[src/design/tid_pkg.sv]
// ----------------------------------------------------------------------------
// tid_pkg: shared types and constants for the tiled icon decoder
// Holds the palette geometry, port widths, the position record passed
// between the position counter and the top level, and the colour expansion.
// ----------------------------------------------------------------------------
package tid_pkg;

	// Default icon size in tiles along one side
	localparam int TILES_PER_SIDE_DEF = 4;

	// Pixels along one side of a tile, bytes along one tile row
	localparam int TILE_PIX  = 8;
	localparam int ROW_BYTES = 4;

	// Palette store geometry
	localparam int PAL_DEPTH = 16;
	localparam int PAL_AW    = $clog2(PAL_DEPTH);
	localparam int COLOR_W   = 15;

	// Field widths
	localparam int CMD_W   = 1;
	localparam int WORD_W  = 16;
	localparam int BYTE_W  = 8;
	localparam int NIB_W   = 4;
	localparam int POS_W   = 5;
	localparam int ARGB_W  = 32;

	// Stream data widths, padded to whole bytes
	localparam int S_TDATA_W = 32;
	localparam int M_TDATA_W = 80;
	localparam int S_TUSER_W = 1;

	// Item kinds carried in tuser
	localparam logic [CMD_W-1:0] CMD_PALETTE = 1'b0;
	localparam logic [CMD_W-1:0] CMD_BITMAP  = 1'b1;

	// Opaque alpha byte
	localparam logic [7:0] ALPHA_OPAQUE = 8'hFF;

	// Position of one bitmap byte within the icon
	typedef struct packed {
		logic [POS_W-1:0] x;
		logic [POS_W-1:0] y;
		logic             last;
	} pos_t;

	// BGR555 to ARGB8888: each 5-bit channel moves up by 3, alpha opaque
	function automatic logic [ARGB_W-1:0] to_argb(input logic [COLOR_W-1:0] w);
		to_argb = {ALPHA_OPAQUE, w[4:0], 3'b000, w[9:5], 3'b000, w[14:10], 3'b000};
	endfunction

endpackage

[src/design/tid_ram.sv]
// ----------------------------------------------------------------------------
// tid_ram: generic RAM, one write port, two registered read ports
// Read data is loaded on rd_en and holds otherwise.
// ----------------------------------------------------------------------------
module tid_ram #(
	parameter int WIDTH = 8,
	parameter int DEPTH = 16
) (
	input  logic                     clk,
	input  logic                     wr_en,
	input  logic [$clog2(DEPTH)-1:0] wr_addr,
	input  logic [WIDTH-1:0]         wr_data,
	input  logic                     rd_en,
	input  logic [$clog2(DEPTH)-1:0] rd_addr_a,
	input  logic [$clog2(DEPTH)-1:0] rd_addr_b,
	output logic [WIDTH-1:0]         rd_data_a,
	output logic [WIDTH-1:0]         rd_data_b
);

	logic [WIDTH-1:0] mem [DEPTH];

	// Write port
	always_ff @(posedge clk) begin
		if (wr_en) begin
			mem[wr_addr] <= wr_data;
		end
	end

	// Registered read ports
	always_ff @(posedge clk) begin
		if (rd_en) begin
			rd_data_a <= mem[rd_addr_a];
			rd_data_b <= mem[rd_addr_b];
		end
	end

endmodule

[src/design/tid_pos.sv]
// ----------------------------------------------------------------------------
// tid_pos: tile-ordered position counter
// Counts bitmap bytes as byte-in-row, row-in-tile, tile column and tile row,
// giving the x,y of the current byte and flagging the final byte of the icon.
// ----------------------------------------------------------------------------
module tid_pos #(
	parameter int TILES_PER_SIDE = 4
) (
	input  logic          clk,
	input  logic          arst_n,
	input  logic          advance,
	output tid_pkg::pos_t pos
);

	import tid_pkg::*;

	localparam int TW = (TILES_PER_SIDE > 1) ? $clog2(TILES_PER_SIDE) : 1;
	localparam int LXW = $clog2(ROW_BYTES);
	localparam int LYW = $clog2(TILE_PIX);
	localparam logic [TW-1:0]  T_MAX  = TW'(TILES_PER_SIDE - 1);
	localparam logic [LXW-1:0] LX_MAX = LXW'(ROW_BYTES - 1);
	localparam logic [LYW-1:0] LY_MAX = LYW'(TILE_PIX - 1);

	logic [LXW-1:0] lx_q;
	logic [LYW-1:0] ly_q;
	logic [TW-1:0]  tx_q;
	logic [TW-1:0]  ty_q;
	logic           row_end;
	logic           tile_end;
	logic           trow_end;
	logic [TW+LXW:0]  x_full;
	logic [TW+LYW-1:0] y_full;

	// Wrap points of each counter
	assign row_end  = (lx_q == LX_MAX);
	assign tile_end = row_end && (ly_q == LY_MAX);
	assign trow_end = tile_end && (tx_q == T_MAX);

	// Counters, one byte per advance
	always_ff @(posedge clk or negedge arst_n) begin
		if (!arst_n) begin
			lx_q <= '0;
			ly_q <= '0;
			tx_q <= '0;
			ty_q <= '0;
		end else if (advance) begin
			lx_q <= lx_q + 1'b1;
			if (row_end) begin
				ly_q <= ly_q + 1'b1;
			end
			if (tile_end) begin
				tx_q <= (tx_q == T_MAX) ? '0 : tx_q + 1'b1;
			end
			if (trow_end) begin
				ty_q <= (ty_q == T_MAX) ? '0 : ty_q + 1'b1;
			end
		end
	end

	// x = tile column * 8 + byte * 2, y = tile row * 8 + row; low bits kept
	assign x_full   = {tx_q, lx_q, 1'b0};
	assign y_full   = {ty_q, ly_q};
	assign pos.x    = POS_W'(x_full);
	assign pos.y    = POS_W'(y_full);
	assign pos.last = trow_end && (ty_q == T_MAX);

	// After the final byte the position starts over at the origin
	a_wrap: assert property (@(posedge clk) disable iff (!arst_n)
		advance && pos.last |=> pos.x == '0 && pos.y == '0)
		else $error("position did not wrap after final byte");

endmodule

[src/design/tiled_4bpp_icon_palette_decoder.sv]
// ----------------------------------------------------------------------------
// tiled_4bpp_icon_palette_decoder: 4bpp tiled icon to ARGB8888 decoder
// Palette writes fill a 16-entry BGR555 store; bitmap bytes are expanded to
// two ARGB8888 pixels with their tile-ordered position.
// ----------------------------------------------------------------------------
// One item is taken per clock cycle while the output register is empty or
// being taken by the sink: the palette RAM is read at the accept edge and the
// result appears in the output register on the next cycle, held there until
// the sink takes it while a new item is accepted in the same cycle. Palette
// writes give no result. The palette reads as all zero from reset through
// per-entry valid bits, so no clearing pass is needed and the block is ready
// straight after reset. An index of zero always yields a transparent pixel.
module tiled_4bpp_icon_palette_decoder #(
	parameter int TILES_PER_SIDE = tid_pkg::TILES_PER_SIDE_DEF
) (
	input  logic                           clk,
	input  logic                           arst_n,
	// Input stream
	input  logic                           s_tvalid,
	output logic                           s_tready,
	// palette_index[3:0], color_word[19:4], pixel_byte[27:20], zero [31:28]
	input  logic [tid_pkg::S_TDATA_W-1:0]  s_tdata,
	// cmd[0]
	input  logic [tid_pkg::S_TUSER_W-1:0]  s_tuser,
	// Output stream
	output logic                           m_tvalid,
	input  logic                           m_tready,
	// pos_x[4:0], pos_y[9:5], left_argb[41:10], right_argb[73:42], zero [79:74]
	output logic [tid_pkg::M_TDATA_W-1:0]  m_tdata,
	output logic                           m_tlast
);

	import tid_pkg::*;

	logic                 accept;
	logic                 pal_we;
	logic                 pix_re;
	logic [PAL_AW-1:0]    pal_index;
	logic [COLOR_W-1:0]   pal_color;
	logic [BYTE_W-1:0]    pix_byte;
	logic [NIB_W-1:0]     nib_l;
	logic [NIB_W-1:0]     nib_r;
	logic [PAL_DEPTH-1:0] pal_valid_q;
	logic [COLOR_W-1:0]   color_l;
	logic [COLOR_W-1:0]   color_r;
	logic [ARGB_W-1:0]    argb_l;
	logic [ARGB_W-1:0]    argb_r;
	pos_t                 pos;
	pos_t                 pos_s1;
	logic                 valid_s1;
	logic                 show_l_s1;
	logic                 show_r_s1;
	logic                 nz_l_s1;
	logic                 nz_r_s1;

	// Field unpacking
	assign pal_index = s_tdata[PAL_AW-1:0];
	assign pal_color = s_tdata[PAL_AW +: COLOR_W];
	assign pix_byte  = s_tdata[PAL_AW + WORD_W +: BYTE_W];
	assign nib_l     = pix_byte[NIB_W-1:0];
	assign nib_r     = pix_byte[BYTE_W-1:NIB_W];

	// Handshake: a new transaction is taken whenever the output register frees
	assign s_tready = !valid_s1 || m_tready;
	assign accept   = s_tvalid && s_tready;
	assign pal_we   = accept && (s_tuser[0] == CMD_PALETTE);
	assign pix_re   = accept && (s_tuser[0] == CMD_BITMAP);

	// Palette store
	tid_ram #(
		.WIDTH (COLOR_W),
		.DEPTH (PAL_DEPTH)
	) u_pal_ram (
		.clk       (clk),
		.wr_en     (pal_we),
		.wr_addr   (pal_index),
		.wr_data   (pal_color),
		.rd_en     (pix_re),
		.rd_addr_a (nib_l),
		.rd_addr_b (nib_r),
		.rd_data_a (color_l),
		.rd_data_b (color_r)
	);

	// Written flags: an entry not yet written reads as zero
	always_ff @(posedge clk or negedge arst_n) begin
		if (!arst_n) begin
			pal_valid_q <= '0;
		end else if (pal_we) begin
			pal_valid_q[pal_index] <= 1'b1;
		end
	end

	// Position of the incoming bitmap byte
	tid_pos #(
		.TILES_PER_SIDE (TILES_PER_SIDE)
	) u_pos (
		.clk     (clk),
		.arst_n  (arst_n),
		.advance (pix_re),
		.pos     (pos)
	);

	// Output register: valid flag
	always_ff @(posedge clk or negedge arst_n) begin
		if (!arst_n) begin
			valid_s1 <= 1'b0;
		end else if (s_tready) begin
			valid_s1 <= pix_re;
		end
	end

	// Output register: position and per-pixel masks
	always_ff @(posedge clk) begin
		if (pix_re) begin
			pos_s1    <= pos;
			show_l_s1 <= (nib_l != '0) && pal_valid_q[nib_l];
			show_r_s1 <= (nib_r != '0) && pal_valid_q[nib_r];
		end
	end

	// Nonzero index of the held result, kept alongside the masks
	always_ff @(posedge clk) begin
		if (pix_re) begin
			nz_l_s1 <= (nib_l != '0);
			nz_r_s1 <= (nib_r != '0);
		end
	end

	// Colour expansion; index zero is transparent, an unwritten nonzero
	// entry is opaque black
	always_comb begin
		argb_l = '0;
		argb_r = '0;
		if (show_l_s1) begin
			argb_l = to_argb(color_l);
		end else if (nz_l_s1) begin
			argb_l = to_argb('0);
		end
		if (show_r_s1) begin
			argb_r = to_argb(color_r);
		end else if (nz_r_s1) begin
			argb_r = to_argb('0);
		end
	end

	// Output packing
	assign m_tvalid = valid_s1;
	assign m_tlast  = pos_s1.last;
	assign m_tdata  = {(M_TDATA_W - 2*POS_W - 2*ARGB_W)'(0), argb_r, argb_l,
		pos_s1.y, pos_s1.x};

	// A bitmap byte always produces a result on the next cycle
	a_bitmap_result: assert property (@(posedge clk) disable iff (!arst_n)
		pix_re |=> m_tvalid)
		else $error("bitmap byte gave no result");

	// A palette write into an empty output stage produces no result
	a_palette_silent: assert property (@(posedge clk) disable iff (!arst_n)
		pal_we && !valid_s1 |=> !m_tvalid)
		else $error("palette write produced a result");

	// A written palette entry is marked as written
	a_pal_marked: assert property (@(posedge clk) disable iff (!arst_n)
		pal_we |=> pal_valid_q[$past(pal_index)])
		else $error("palette entry not marked after write");

endmodule
[config.mk]
export PLATFORM = sky130hd
export DESIGN_NAME = tiled_4bpp_icon_palette_decoder
export DESIGN_NICKNAME = d
export VERILOG_FILES = /design/src/design/tid_pkg.sv /design/src/design/tid_ram.sv /design/src/design/tid_pos.sv /design/src/design/tiled_4bpp_icon_palette_decoder.sv
export SDC_FILE = /design/constraint.sdc
export NUM_CORES = 1
export LEC_CHECK = 0
export ABC_AREA = 0
export BUFFER_PORTS_ARGS = -buffer_cell sky130_fd_sc_hd__clkbuf_2
export CORE_MARGIN = 4
export CORE_UTILIZATION = 45
export CTS_CLUSTER_SIZE = 12
export DETAILED_ROUTE_END_ITERATION = 10
export PLACE_DENSITY_LB_ADDON = 0.3
export SKIP_CTS_REPAIR_TIMING = 1
export SYNTH_ARGS = -nofsm -noshare
export SYNTH_HDL_FRONTEND = slang
export SYNTH_SLANG_ARGS = --single-unit
[constraint.sdc]
create_clock -name clk -period 7.34 [get_ports clk]
set_input_delay 1.101 -clock clk [delete_from_list [all_inputs] [get_ports clk]]
set_output_delay 1.101 -clock clk [all_outputs]
set_load 0.05 [all_outputs]
==> flow_metrics.env <==
export IMPL_max_stage_delay_ps=650
export IMPL_area_growth_pct=12.2
export IMPL_ys_seq_area_share_pct=64.7
export IMPL_dpl_hpwl_um=19000
export IMPL_ant_nets=0
export IMPL_synth_area_um2=14100
export IMPL_core_region_area_um2=30800
export IMPL_drt_vias_per_instance=5.91
export IMPL_synth_top_family_by_area="multiplexers"
export IMPL_yosys_warnings=0
export IMPL_io_buffers=89
export IMPL_rows=64
export IMPL_gr_usage_all_layers_pct=19.3
export IMPL_clk_pin_slew_worst_paths_ps=60
export IMPL_ys_ff_latch=309
export IMPL_clock_skew_ps=19.4
export IMPL_synth_compound_area_share_pct=5.60
export IMPL_avgSynthCellArea_um2=17.8
export IMPL_h_tree_depth=2
export IMPL_synth_common_cells="edfxtp_1, mux4_2, mux2i_1"
export IMPL_insertion_delay_ps=520
export IMPL_cp_start_kind="primary input"
export IMPL_gr_total_overflow=0
export IMPL_synth_simple_area_share_pct=4.22
export IMPL_nFillCells=2516
export IMPL_critical_path_top_delay_family="buffers and inverters"
export IMPL_worstPathArrival_ps=3600
export IMPL_cp_slowest_cell="buf_4"
export IMPL_path_class="primary input to flop"
export IMPL_rr_endpoint="u_pal_ram.mem[2][13]"
export IMPL_die_w_um=185
export IMPL_diodes=0
export IMPL_required_ps=7590
export IMPL_cts_root_buffer="clkbuf_16"
export IMPL_tns_ps=0
export IMPL_postSynth_asyncResetShare_pct=8.09
export IMPL_whs_endpoint="m_tdata[4]"
export IMPL_numCtsBuffers=35
export IMPL_clkSinkCount=309
export IMPL_cap_violations=0
export IMPL_grt_pass1_vias=7879
export IMPL_rsz0062_at_grt="false"
export IMPL_synthAdderAreaFrac_pct=0.442
export IMPL_end_kind="flop"
export IMPL_slew_violations=0
export IMPL_syn_inst=794
export IMPL_wl_um=32600
export IMPL_dieArea_um2=34300
export IMPL_grt_max_degree=56
export IMPL_nNetsFinal=915
export IMPL_hold_violations=0
export IMPL_die_y_um=185
export IMPL_holdCritStartpoint="u_pos.tx_q[1]"
export IMPL_synthXorXnorAreaFrac_pct=0.124
export IMPL_ir_drop_v=0.000166
export IMPL_power_density_nw_per_um2=254
export IMPL_vias=7641
export IMPL_synth_mux_area_share_pct=20.8
export IMPL_worst_r2r_cell_count=5
export IMPL_leakage_nw=5.52
export IMPL_grt_pass1_wl_um=48900
export IMPL_yosys_top_cells_area="edfxtp_1, mux4_2, dfrtp_1"
export IMPL_slew_headroom_pct=24.6
export IMPL_ys_flop_type="edfxtp_1"
export IMPL_hold_depth=0
export IMPL_rrSetupSlack_ps=4970
export IMPL_status="finished clean"
export IMPL_fmax_mhz=298
export IMPL_crit_top_cell="buf_4"
export IMPL_drt_first_iter_violations=707
export IMPL_boundaryPins=120
export IMPL_drc=0
export IMPL_gp_congestion=0.781
export IMPL_start_util_pct=45.9
export IMPL_synth_most_common_cell="edfxtp_1"
export IMPL_path_buf_inv=2
export IMPL_wl_per_cell_um=25.2
export IMPL_worst_slew_pin_slew_ps=1130
export IMPL_dr_pass1_iters=5
export IMPL_cp_max_fo=34
export IMPL_total_power_w=0.00403
export IMPL_cts_path_max_buffers=3
export IMPL_finalSetupViolCount=0
export IMPL_antenna_found_initial=1
export IMPL_yosys_area_top_type="edfxtp_1"
export IMPL_timing_rr_start="m_tvalid"
export IMPL_cts_tree="done"
export IMPL_crit_chain="buf_4 -> buf_4 -> and2_1 -> a221oi_1 -> a21o_1 -> a221o_1"
export IMPL_finalCriticalPeriod_ps=3350
export IMPL_synth_edf_count=284
export IMPL_drive_gt1_share_pct=32.8
export IMPL_min_path_type="flop to flop"
export IMPL_whs_ps=477
export IMPL_timing_final_crit_share_pct=45.7
export IMPL_yosysUniqueCellTypes=34
export IMPL_netlist_area_leader_share_pct=60.3
metrics by stage:
stage               cells  util [%]  area, um^2  setup WS [ps]
finish               1292      51.5       15900           3990
global route         1292      51.5       15900           3850
CTS                  1292      51.5       15900           3960
detailed placement   1232      48.2       14800           3400
global placement     1232      48.2       14800           3480
floorplan             818         -       14200           2860
sequential cells by signal, summed over array words and instances, names as in the netlist:
signal and count:
m_tlast 1, u_pal_ram.mem 240, u_pos.ty_q 2, u_pos.lx_q 2, u_pal_ram.rd_data_a 15, show_l_s1 1
nz_l_s1 1, u_pos.tx_q 2, u_pal_ram.rd_data_b 15, u_pos.ly_q 3, show_r_s1 1, pal_valid_q 15
nz_r_s1 1, m_tdata 9, m_tvalid 1
routing by layer:
layer / part of all wire [%] / global-route usage, % / routed length (um)
met1: 41 / 26.3 / 13500
met5: 0.043 / 0 / 14
met4: 1.8 / 4.55 / 573
met3: 6.4 / 3.71 / 2100
met2: 50 / 32.6 / 16400
layout by cell type (no fill, tap or decap), types with 14 or more instances in the layout:
cell / n
edfxtp_1: 284
mux4_2: 101
clkbuf_2: 85
mux2i_1: 59
clkbuf_16: 35
and2_1: 32
buf_4: 27
a221oi_1: 25
conb_1: 25
dfrtp_1: 25
a21oi_1: 24
nor2b_1: 19
a22oi_1: 15
o21ai_0: 15
or2_2: 14
logic make-up (layout without fill, tap and decap cells):
group,Yosys count,in the layout
adders and majority gates,5,5
AOI/OAI and AO/OA,111,111
other,1,25
buffers and inverters,95,173
xor gates and xnor gates,2,2
and+or+nand+nor,104,104
muxes,167,167
DFF,309,309
worst register-to-register path: stages (launching register included):
cell and delay [ps]:
dfrtp_1 370, nand2b_1 220, nand2_1 70, or3_1 470, nor2_2 580, buf_4 350
layout make-up:
class	instances	area [um^2]	area share, %
flip-flops and latches	309	9150	57.7
multi-input cells	414	4560	28.7
clock buffers	48	935	5.89
repair buffers	112	628	3.96
well taps	396	495	3.12
clock inverters	12	96.3	0.607
inverters	1	3.75	0.0236
power by group:
part / switching [W] / total [W] / internal (W)
registers: 0.0000369 / 0.00203 / 0.00199
clock network: 0.000657 / 0.00159 / 0.000929
logic: 0.000261 / 0.000418 / 0.000156
total: 0.000955 / 0.00403 / 0.00308
worst max path at each step:
stage                               to  slack [ps]         from  cells after the start
2_1_floorplan            u_pos.tx_q[0]        2860     m_tready                      5
3_3_place_gp   u_pal_ram.rd_data_b[12]        3480  s_tdata[24]                      6
3_5_place_dp   u_pal_ram.rd_data_b[12]        3400  s_tdata[24]                      6
4_1_cts        u_pal_ram.rd_data_b[12]        3960  s_tdata[24]                      6
5_1_grt        u_pal_ram.rd_data_b[12]        3850  s_tdata[24]                      6
6_report       u_pal_ram.rd_data_b[12]        3990  s_tdata[24]                      6
(Power assumes the default switching activity.)
